`src/sv/rqm_pkg.sv`:
```
package rqm_pkg;

   localparam int unsigned DEF_CAPACITY = 64;

   localparam int unsigned CMD_W         = 2;
   localparam int unsigned PID_W         = 16;
   localparam int unsigned BURST_W       = 16;
   localparam int unsigned STATUS_W      = 3;
   localparam int unsigned ENTRY_COUNT_W = 7;
   localparam int unsigned LOAD_W        = 22;

   localparam logic [PID_W-1:0] MARKER_PID = '1;

   localparam logic [CMD_W-1:0] CMD_ENQUEUE = 2'd0;
   localparam logic [CMD_W-1:0] CMD_DEQUEUE = 2'd1;
   localparam logic [CMD_W-1:0] CMD_REMOVE  = 2'd2;
   localparam logic [CMD_W-1:0] CMD_SORT    = 2'd3;

   localparam logic [STATUS_W-1:0] STS_OK        = 3'd0;
   localparam logic [STATUS_W-1:0] STS_EMPTY     = 3'd1;
   localparam logic [STATUS_W-1:0] STS_MARKER    = 3'd2;
   localparam logic [STATUS_W-1:0] STS_NOT_FOUND = 3'd3;
   localparam logic [STATUS_W-1:0] STS_FULL      = 3'd4;

   typedef enum logic [1:0] {
      OP_HOLD   = 2'd0,
      OP_INSERT = 2'd1,
      OP_REMOVE = 2'd2,
      OP_SORT   = 2'd3
   } op_type;

   typedef struct packed {
      logic [PID_W-1:0]   pid;
      logic [BURST_W-1:0] burst;
   } entry_type;

   typedef struct packed {
      logic      valid;
      entry_type ent;
   } tok_type;

   // signals rippling from head to tail through the row
   typedef struct packed {
      logic      hit;
      logic      tail_mark;
      logic      tok_done;
      entry_type sel;
      entry_type fin;
   } chain_type;

   typedef struct packed {
      logic             key_mode;
      logic             head_mode;
      logic [PID_W-1:0] key;
   } match_type;

   typedef struct packed {
      op_type    op;
      logic      launch;
      logic      wb;
      entry_type new_ent;
      entry_type wb_ent;
   } cell_ctrl_type;

endpackage

```
`src/sv/rqm_cell.sv`:
```
module rqm_cell #(
   parameter int unsigned CAPACITY = rqm_pkg::DEF_CAPACITY,
   parameter int unsigned IDX      = 0
) (
   input  logic                              clock,
   input  logic                              reset,
   input  rqm_pkg::cell_ctrl_type            ctrl,
   input  rqm_pkg::match_type                mtch,
   input  logic [$clog2(CAPACITY+1)-1:0]     count,
   input  logic [$clog2(CAPACITY+1)-1:0]     pos,
   input  logic [$clog2(CAPACITY)-1:0]       pass_idx,
   input  rqm_pkg::entry_type                left_ent,
   input  rqm_pkg::entry_type                right_ent,
   input  rqm_pkg::tok_type                  left_tok,
   input  rqm_pkg::chain_type                chain_in,
   output rqm_pkg::entry_type                ent,
   output rqm_pkg::tok_type                  tok,
   output rqm_pkg::chain_type                chain_out
);
   import rqm_pkg::*;

   localparam int unsigned CW = $clog2(CAPACITY+1);
   localparam int unsigned IW = $clog2(CAPACITY);
   localparam logic [CW-1:0] MY_IDX  = CW'(IDX);
   localparam logic [CW-1:0] MY_NEXT = CW'(IDX + 1);
   localparam logic [IW-1:0] MY_SLOT = IW'(IDX);
   localparam bit            IS_HEAD = (IDX == 0);

   entry_type ent_ff, ent_in;
   logic      tok_valid_ff, tok_valid_in;
   entry_type tok_ent_ff, tok_ent_in;

   logic occupied, is_last, match, first, here, exchange, launch_here;

   assign occupied    = MY_IDX < count;
   assign is_last     = count == MY_NEXT;
   assign here        = pass_idx == MY_SLOT;
   assign launch_here = ctrl.launch && here;
   assign exchange    = $signed(left_tok.ent.pid) > $signed(ent_ff.pid);
   assign match       = occupied && ((mtch.key_mode && ent_ff.pid == mtch.key) ||
                                     (mtch.head_mode && IS_HEAD));
   assign first       = match && !chain_in.hit;

   assign chain_out.hit       = chain_in.hit || match;
   assign chain_out.tail_mark = chain_in.tail_mark || (is_last && ent_ff.pid == MARKER_PID);
   assign chain_out.tok_done  = chain_in.tok_done || (tok_valid_ff && is_last);
   assign chain_out.sel       = first ? ent_ff : chain_in.sel;
   assign chain_out.fin       = (tok_valid_ff && is_last) ? tok_ent_ff : chain_in.fin;

   always_comb begin
      ent_in       = ent_ff;
      tok_valid_in = 1'b0;
      tok_ent_in   = tok_ent_ff;
      unique case (ctrl.op)
         OP_INSERT: begin
            if (MY_IDX > pos) begin
               ent_in = left_ent;
            end else if (MY_IDX == pos) begin
               ent_in = ctrl.new_ent;
            end
         end
         OP_REMOVE: begin
            if (chain_in.hit || match) begin
               ent_in = right_ent;
            end
         end
         OP_SORT: begin
            // compare-exchange as the sort token walks toward the tail
            if (ctrl.wb && here) begin
               ent_in = ctrl.wb_ent;
            end else if (left_tok.valid && occupied && exchange) begin
               ent_in = left_tok.ent;
            end
            tok_valid_in = (left_tok.valid && occupied) || launch_here;
            if (launch_here || exchange) begin
               tok_ent_in = ent_ff;
            end else begin
               tok_ent_in = left_tok.ent;
            end
         end
         OP_HOLD: begin
            ent_in = ent_ff;
         end
         default: begin
            ent_in = ent_ff;
         end
      endcase
   end

   always_ff @(posedge clock) begin
      if (reset) begin
         tok_valid_ff <= 1'b0;
      end else begin
         tok_valid_ff <= tok_valid_in;
      end
   end

   always_ff @(posedge clock) begin
      ent_ff     <= ent_in;
      tok_ent_ff <= tok_ent_in;
   end

   assign ent       = ent_ff;
   assign tok.valid = tok_valid_ff;
   assign tok.ent   = tok_ent_ff;

endmodule

```
`config.mk`:
```
export PLATFORM = sky130hd
export DESIGN_NAME = rqm_cell
export DESIGN_NICKNAME = d
export VERILOG_FILES = /design/src/sv/rqm_pkg.sv /design/src/sv/rqm_cell.sv
export SDC_FILE = /design/constraint.sdc
export NUM_CORES = 1
export LEC_CHECK = 0
export ABC_AREA = 1
export BUFFER_PORTS_ARGS = -buffer_cell sky130_fd_sc_hd__buf_2
export CAP_MARGIN = 40
export CORE_AREA = 2 2 157 159
export CTS_CLUSTER_DIAMETER = 30
export DETAILED_ROUTE_END_ITERATION = 16
export DIE_AREA = 0 0 159 161
export PLACE_DENSITY = 0.59
export SLEW_MARGIN = 25
export SYNTH_ARGS = -nofsm -noshare
export SYNTH_HDL_FRONTEND = slang
export SYNTH_SLANG_ARGS = --single-unit
```
`constraint.sdc`:
```
create_clock -name clock -period 7.9 [get_ports clock]
set_input_delay 0.79 -clock clock [delete_from_list [all_inputs] [get_ports clock]]
set_output_delay 0.79 -clock clock [all_outputs]
set_load 0.03 [all_outputs]
```
; Word level (Yosys, flattened, before mapping)
; Index checks and enable logic that the tools add are counted.
[word_totals]
out_inout_bits = 132
ff_bits = 65
wordCells = 49
[classes]
mux = 9
reduce_logical = 21
magnitude_cmp = 3
n_eq_ne = 9
bitwise_logic = 2
[op_table]
columns = op, count
row1 = 32-bit 2-to-1 mux, 8
row2 = 32-bit one-hot mux with 3 select lines, 1
row3 = 16-bit equality test, 1
row4 = 16-bit equality test (second input constant), 1
row5 = 16-bit greater-than comparator, 1
row6 = 1-bit logical AND, 9
row7 = 7-bit by 1-bit equality test with 1-bit output (second input constant), 1
row8 = 1-bit by 7-bit greater-than comparator with 1-bit output (first input constant), 1
row9 = 7-bit logical NOT, 1
row10 = 1-bit by 7-bit less-than comparator with 1-bit output (first input constant), 1
row11 = 6-bit logical NOT, 1
row12 = 1-bit logical OR, 6
row13 = 3-bit != test (second input constant), 2
row14 = 2-bit equality test (second input constant), 2
row15 = 4-bit AND reduction, 1
row16 = 2-bit by 1-bit equality test with 1-bit output (second input constant), 1
row17 = 2-bit logical NOT, 1
row18 = 2-bit != test (second input constant), 1
row19 = 1-bit NOT, 2
row20 = 2-bit OR reduction, 1
row21 = 1-bit logical NOT, 1

; Depth between registers and ports, before layout
; Gate-level depths: netlist of run 1.
[depth]
depth_word = 7
ltp_mapped = 17
mapped_depth_nobuf = 16

; Worst setup path after synthesis of run 1
; Ideal clock, no wire load.
[synth_timing]
kind = input-to-reg
startpoint = input left_tok[31] (netlist bit)
endpoint = register ent_ff (netlist bit ent[0]) (enable)
required_time_ps = 7478
setup_ps = 422
arrival_ps = 3113
cell_stages = 10
slack_ps = 4365
path_buffers = 0
cell_sequence = ha_1 > a21oi_1 > o21ai_0 > a21oi_1 > nand2_1 > nand2_1 > nand4_1 > nand2_1 > inv_1 > nor2_1
[synth_via]
elab_chain_len = 4
[synth_lines]
columns = item, line
row1 = start: declaration, rqm_cell.sv:14  ; input rqm_pkg::tok_type left_tok,
row2 = 16-bit greater-than comparator, rqm_cell.sv:39  ; assign exchange = $signed(left_tok.ent.pid) > $signed(ent_ff.pid);
row3 = 1-bit logical AND, rqm_cell.sv:71  ; end else if (left_tok.valid && occupied && exchange) begin
row4 = 3-bit != test (no source line), -
row5 = 4-bit AND reduction (no source line), -
row6 = end signal: assignment, rqm_cell.sv:99  ; ent_ff <= ent_in;
row7 = end: declaration, rqm_cell.sv:29  ; entry_type ent_ff, ent_in;
; No other way between the ends.
; A chain may end at the register's enable or synchronous reset.

==> results.sh, run 1 <==
export IMPL_core_area_sq_um=24000
export IMPL_ioPinCount=404
export IMPL_hold_start="ent[4]"
export IMPL_seqPwrFrac=0.372
export IMPL_status="completed"
export IMPL_grt_pass1_vias=5675
export IMPL_report_final_slew_viol_count=0
export IMPL_r2r_start="ent[21]"
export IMPL_cts_tree="done"
export IMPL_htreeDepth=3
export IMPL_crit_path_start="ent[21]"
export IMPL_dp_hpwl_um=17700
export IMPL_finalPower_mw=1.23
export IMPL_wl_um=22800
export IMPL_ant_nets=0
export IMPL_netlist_area_sq_um=4970
export IMPL_cts_setup_buffers=0
export IMPL_holdCritPathClass="reg -> reg"
export IMPL_crit_type="reg -> out"
export IMPL_layout_area_seq_sq_um=1940
export IMPL_rsz0062_at_grt="false"
export IMPL_cap_violations=0
export IMPL_antenna_found_initial=0
export IMPL_vias=5837
export IMPL_power_frac_comb=0.334
export IMPL_fp_dieW_um=159
export IMPL_clkPwrFrac=0.294
export IMPL_cts_resized=0
export IMPL_multi_input_area_sq_um=2580
export IMPL_post_synth_cell_area_avg_sq_um=7.65
export IMPL_worstPathArrival_ns=3.18
export IMPL_grt_first_pass_wirelength_um=33300
export IMPL_synth_seq_cells=65
export IMPL_nets=1294
export IMPL_layout_commonest_cell="buf_2"
export IMPL_fin_crit_sh=0.502
export IMPL_routed_via_density=4.38
export IMPL_cellLeakagePower_nw=3.77
export IMPL_relSlewSlack=0.515
export IMPL_worst_setup_path_end_kind="output pin"
export IMPL_setup_ws_ns=3.93
export IMPL_start_kind="flop"
export IMPL_tightest_slew_ns=0.725
export IMPL_synth_nets=938
export IMPL_drive_gt1_frac=0.441
export IMPL_clock_latency_ns=0.33
export IMPL_cts_sinks=65
export IMPL_clock_path_buffers=2
export IMPL_fp_row_count=57
export IMPL_cts_root_buf="clkbuf_16"
export IMPL_io_buffers=371
export IMPL_hold_viol=0
export IMPL_netSwitchingFraction=0.372
export IMPL_fillers=2637
export IMPL_cts_hold_buf=0
export IMPL_syn_to_final_growth_pct=49.7
export IMPL_holdWs_ns=0.607
export IMPL_gp_congestion=0.847
export IMPL_ys_types=34
export IMPL_grt_usage=0.172
export IMPL_setup_viol=0
export IMPL_p_switching_uw=456
export IMPL_grt_max_degree=65
export IMPL_yosys_warnings=0
export IMPL_numCtsBuffers=9
export IMPL_clk_pin_slew_ns=0.06
export IMPL_instances_no_fill=1333
export IMPL_die_area_sq_um=25600
export IMPL_antenna_cells=0
export IMPL_min_period_ns=3.97
export IMPL_wl_per_cell_um=17.1
export IMPL_worstPathMaxFanout=35
export IMPL_dr_pass1_iters=5
export IMPL_start_util=0.208
export IMPL_yosysSeqAreaShare=0.390
export IMPL_grt_ovfl_total=0
export IMPL_drc=0
export IMPL_mostFrequentLayoutCells="371 x buf_2, 198 x nand2_1, 65 x o21ai_0"
export IMPL_setup_tns_ns=0
export IMPL_fmax_ghz=0.252
export IMPL_post_place_ws_ns=4.01
export IMPL_die_h_um=161
export IMPL_dp_cells=1318
export IMPL_power_density_nw_per_um2=165
export IMPL_skew_ns=0.00718
export IMPL_synth_cells=650
export IMPL_crit_required_ns=7.11
export IMPL_drtIter0Drc=364
export IMPL_p_int_uw=771
export IMPL_ir_worst_vdd_mv=0.0646
## cell usage after synthesis
cell | count | area (sq um)
nor2_1 | 18 | 67.6
edfxtp_1 | 64 | 1920
xnor2_1 | 5 | 43.8
clkbuf_2 | 1 | 5.00
nor2_8 | 1 | 20.0
ha_1 | 16 | 200
a21o_1 | 1 | 7.51
clkbuf_1 | 16 | 60.1
buf_2 | 5 | 25.0
a21boi_1 | 1 | 7.51
nand4_1 | 4 | 25.0
nand3_2 | 1 | 10.0
nand2_2 | 1 | 6.26
o31ai_1 | 1 | 7.51
a21oi_1 | 40 | 200
a31o_2 | 1 | 8.76
nand2_4 | 2 | 22.5
inv_1 | 63 | 236
xor2_1 | 2 | 17.5
inv_2 | 6 | 22.5
o21ai_2 | 1 | 8.76
o21ai_0 | 65 | 325
o21ai_1 | 38 | 190
mux2_2 | 32 | 360
and3_1 | 1 | 6.26
nor2_2 | 1 | 6.26
nand2_1 | 201 | 754
nor3_2 | 2 | 20.0
nor4_1 | 3 | 18.8
dfxtp_1 | 1 | 20.0
nor3_1 | 3 | 15.0
nand3_1 | 41 | 205
buf_6 | 10 | 113
buf_4 | 2 | 15.0
## power by group through the flow
stage / Sequential (mW) / Clock (mW) / Combinational, mW
2_1_floorplan: 0.506 / 0 / 0.206
3_3_place_gp: 0.463 / 0 / 0.400
3_5_place_dp: 0.463 / 0 / 0.411
4_1_cts: 0.456 / 0.370 / 0.412
5_1_grt: 0.460 / 0.384 / 0.449
6_report: 0.456 / 0.360 / 0.410
## registers in the layout (all words and copies together), names as in the netlist
| register | cells |
|---|---|
| ent | 32 |
| tok | 32 |
| tok_valid_ff | 1 |
## path summary, 6_finish.rpt
check,to,slack (ns),depth (start not counted)
setup / recovery,chain_out[38],3.93,12
hold / removal,tok[4],0.61,2
setup reg to reg,ent[12],4.80,12
hold reg to reg,tok[4],0.61,2
## final cells by class
class / instances / area share
Multi-Input combinational cell: 482 / 0.346
Clock buffer: 9 / 0.0303
Sequential cell: 65 / 0.261
Inverter: 69 / 0.0348
Tap cell: 324 / 0.0545
Clock inverter: 5 / 0.00336
Timing Repair Buffer: 379 / 0.270
## critical path: stages, from the launching register on
cell and delay, ns:
edfxtp_1 0.55, nand2_1 0.17, nand2_1 0.06, inv_1 0.05
nand3_1 0.07, nor2_1 0.30, nand3_2 0.13, nand2_2 0.09
nand2_4 0.31, nor2_8 0.65, nand2_1 0.14, nand2_1 0.10
buf_2 0.19
## metal layers
metal	wire length, um	vias up	track usage
met5	0	-	0
met4	401	0	0.0545
met3	1250	23	0.0267
met2	10600	288	0.285
met1	10600	2620	0.231
li1	-	2906	-
## stage by stage
step | utilization | instance area [sq um]
after floorplan | - | 4970
after global placement | 0.295 | 7060
after detailed placement | 0.299 | 7170
after CTS | 0.309 | 7420
after global routing | 0.311 | 7440
final | 0.311 | 7440
## cell families after synthesis
kind of cell	count (synthesis)	share of synthesized area
flip-flops	65	0.390
multiplexers	32	0.0725
adder cells (fa/ha/maj)	16	0.0403
AO/OA/AOI/OAI	148	0.152
AND/OR/NAND/NOR	279	0.237
XOR/XNOR	7	0.0123
buffers and inverters	103	0.0958
(Power assumes the default switching activity.)
==> run 2, diff against run 1 <==
CORE_AREA = 2 2 158 160   (was 2 2 157 159)
DIE_AREA = 0 0 160 162   (was 0 0 159 161)
clock period = 4.1 ns   (was 7.9 ns; I/O delays follow)
==> results.sh, run 2 (same netlist as run 1, synthesis figures left out) <==
export IMPL_fin_util=0.309
export IMPL_start_util=0.206
export IMPL_layout_commonest_cell="buf_2"
export IMPL_setup_tns_ns=0
export IMPL_cts_tree="done"
export IMPL_crit_family="simple AND/OR/NAND/NOR gates"
export IMPL_routed_via_density=4.42
export IMPL_clkPwrFrac=0.313
export IMPL_core_area_sq_um=24100
export IMPL_crit_required_ns=3.69
export IMPL_grt_max_degree=65
export IMPL_clk_pin_slew_ns=0.06
export IMPL_drtIter0Drc=369
export IMPL_cts_hold_buf=0
export IMPL_wl_per_cell_um=17.6
export IMPL_cts_sinks=65
export IMPL_ioPinCount=404
export IMPL_fp_dieW_um=160
export IMPL_grt_busiest_layer="met2"
export IMPL_fp_row_count=57
export IMPL_dpl_cell_area_sq_um=7170
export IMPL_grt_met1_usage=0.227
export IMPL_dr_pass1_iters=5
export IMPL_crit_type="reg -> out"
export IMPL_wl_um=23600
export IMPL_grt_first_pass_wirelength_um=33600
export IMPL_cts_resized=0
export IMPL_holdWs_ns=0.236
export IMPL_post_place_ws_ns=0.899
export IMPL_worstPathArrival_ns=3.11
export IMPL_netSwitchingFraction=0.364
export IMPL_hold_viol=0
export IMPL_instances_no_fill=1337
export IMPL_fmax_ghz=0.284
export IMPL_worst_setup_path_end_kind="output pin"
export IMPL_cellLeakagePower_nw=3.78
export IMPL_holdCritPathClass="in -> reg"
export IMPL_drive_gt1_frac=0.443
export IMPL_p_int_mw=1.55
export IMPL_ant_nets=0
export IMPL_relSlewSlack=0.525
export IMPL_final_area_sq_um=7460
export IMPL_antenna_found_initial=3
export IMPL_start_kind="flop"
export IMPL_skew_ns=0.00658
export IMPL_report_final_slew_viol_count=0
export IMPL_cts_root_buf="clkbuf_16"
export IMPL_power_density_nw_per_um2=327
export IMPL_cts_setup_buffers=0
export IMPL_clock_path_buffers=2
export IMPL_setup_viol=0
export IMPL_rsz0062_at_grt="false"
export IMPL_slowest_stage="nor2_8"
export IMPL_dp_hpwl_um=18300
export IMPL_grt_pass1_vias=5640
export IMPL_cap_violations=0
export IMPL_mostFrequentLayoutCells="371 x buf_2, 198 x nand2_1, 65 x o21ai_0"
export IMPL_power_frac_comb=0.327
export IMPL_setup_ws_ns=0.582
export IMPL_ir_worst_vdd_mv=0.144
export IMPL_syn_to_final_growth_pct=49.9
export IMPL_dp_cells=1320
export IMPL_min_period_ns=3.52
export IMPL_fin_crit_sh=0.858
export IMPL_grt_usage=0.174
export IMPL_p_switching_uw=887
export IMPL_seqPwrFrac=0.361
export IMPL_tightest_slew_ns=0.711
export IMPL_use_met3=0.0289
export IMPL_path_buf_inv=3
export IMPL_grt_ovfl_total=0
export IMPL_clock_latency_ns=0.33
export IMPL_die_h_um=162
export IMPL_status="completed"
export IMPL_met2_usage=0.295
export IMPL_vias=5908
export IMPL_drc=0
export IMPL_worstPathMaxFanout=35
export IMPL_finalPower_mw=2.44
export IMPL_cp_cell_sequence="inv_1 > o21ai_1 > inv_1 > nand3_1 > nor2_1 > nand3_2 > nand2_2 > nand2_4 > nor2_8 > nand2_1 > nand2_1 > buf_2"
export IMPL_die_area_sq_um=25900
export IMPL_gp_congestion=0.865
export IMPL_io_buffers=371
export IMPL_htreeDepth=3
export IMPL_nets=1295
export IMPL_max_stage_delay_ns=0.61
export IMPL_numCtsBuffers=9
-- run 2: cell type report --
| class | instances | area, sq um |
|---|---|---|
| fill | 2667 | 16600 |
| sequential | 65 | 1940 |
| timing repair buffer | 380 | 1980 |
| antenna | 2 | 5.00 |
| multi-input combinational | 482 | 2580 |
| clock buffer | 9 | 225 |
| inverter | 69 | 259 |
| tap | 324 | 405 |
| clock inverter | 6 | 60.1 |
-- run 2: per-layer routing --
layer / up-vias / wire (um)
met5: - / 17
met2: 290 / 11000
li1: 2907 / -
met4: 2 / 493
met3: 25 / 1390
met1: 2684 / 10600
-- run 2: worst paths after layout --
kind,start,to,slack [ns],cells past startpoint
worst min-delay path,reset,tok_valid_ff,0.24,2
worst max-delay path,ent[19],chain_out[32],0.58,12
worst max register to register,ent[19],ent[17],1.05,12
worst min register to register,ent[10],tok[10],0.61,2
-- run 2: worst reg2reg max path: stages (launching register included) --
cell and delay, ns:
edfxtp_1 0.50, inv_1 0.16, o21ai_1 0.07, inv_1 0.05, nand3_1 0.07, nor2_1 0.30, nand3_2 0.13, nand2_2 0.09
nand2_4 0.31, nand3_1 0.19, nand2_1 0.10, nor2_4 0.52, buf_12 0.24
-- run 2: power groups by stage --
| stage | Clock [mW] | Sequential [mW] | Combinational [mW] |
|---|---|---|---|
| 2_1_floorplan | 0 | 0.975 | 0.396 |
| 3_3_place_gp | 0 | 0.890 | 0.786 |
| 3_5_place_dp | 0 | 0.891 | 0.800 |
| 4_1_cts | 0.791 | 0.878 | 0.802 |
| 5_1_grt | 0.813 | 0.884 | 0.871 |
| 6_report | 0.762 | 0.879 | 0.796 |
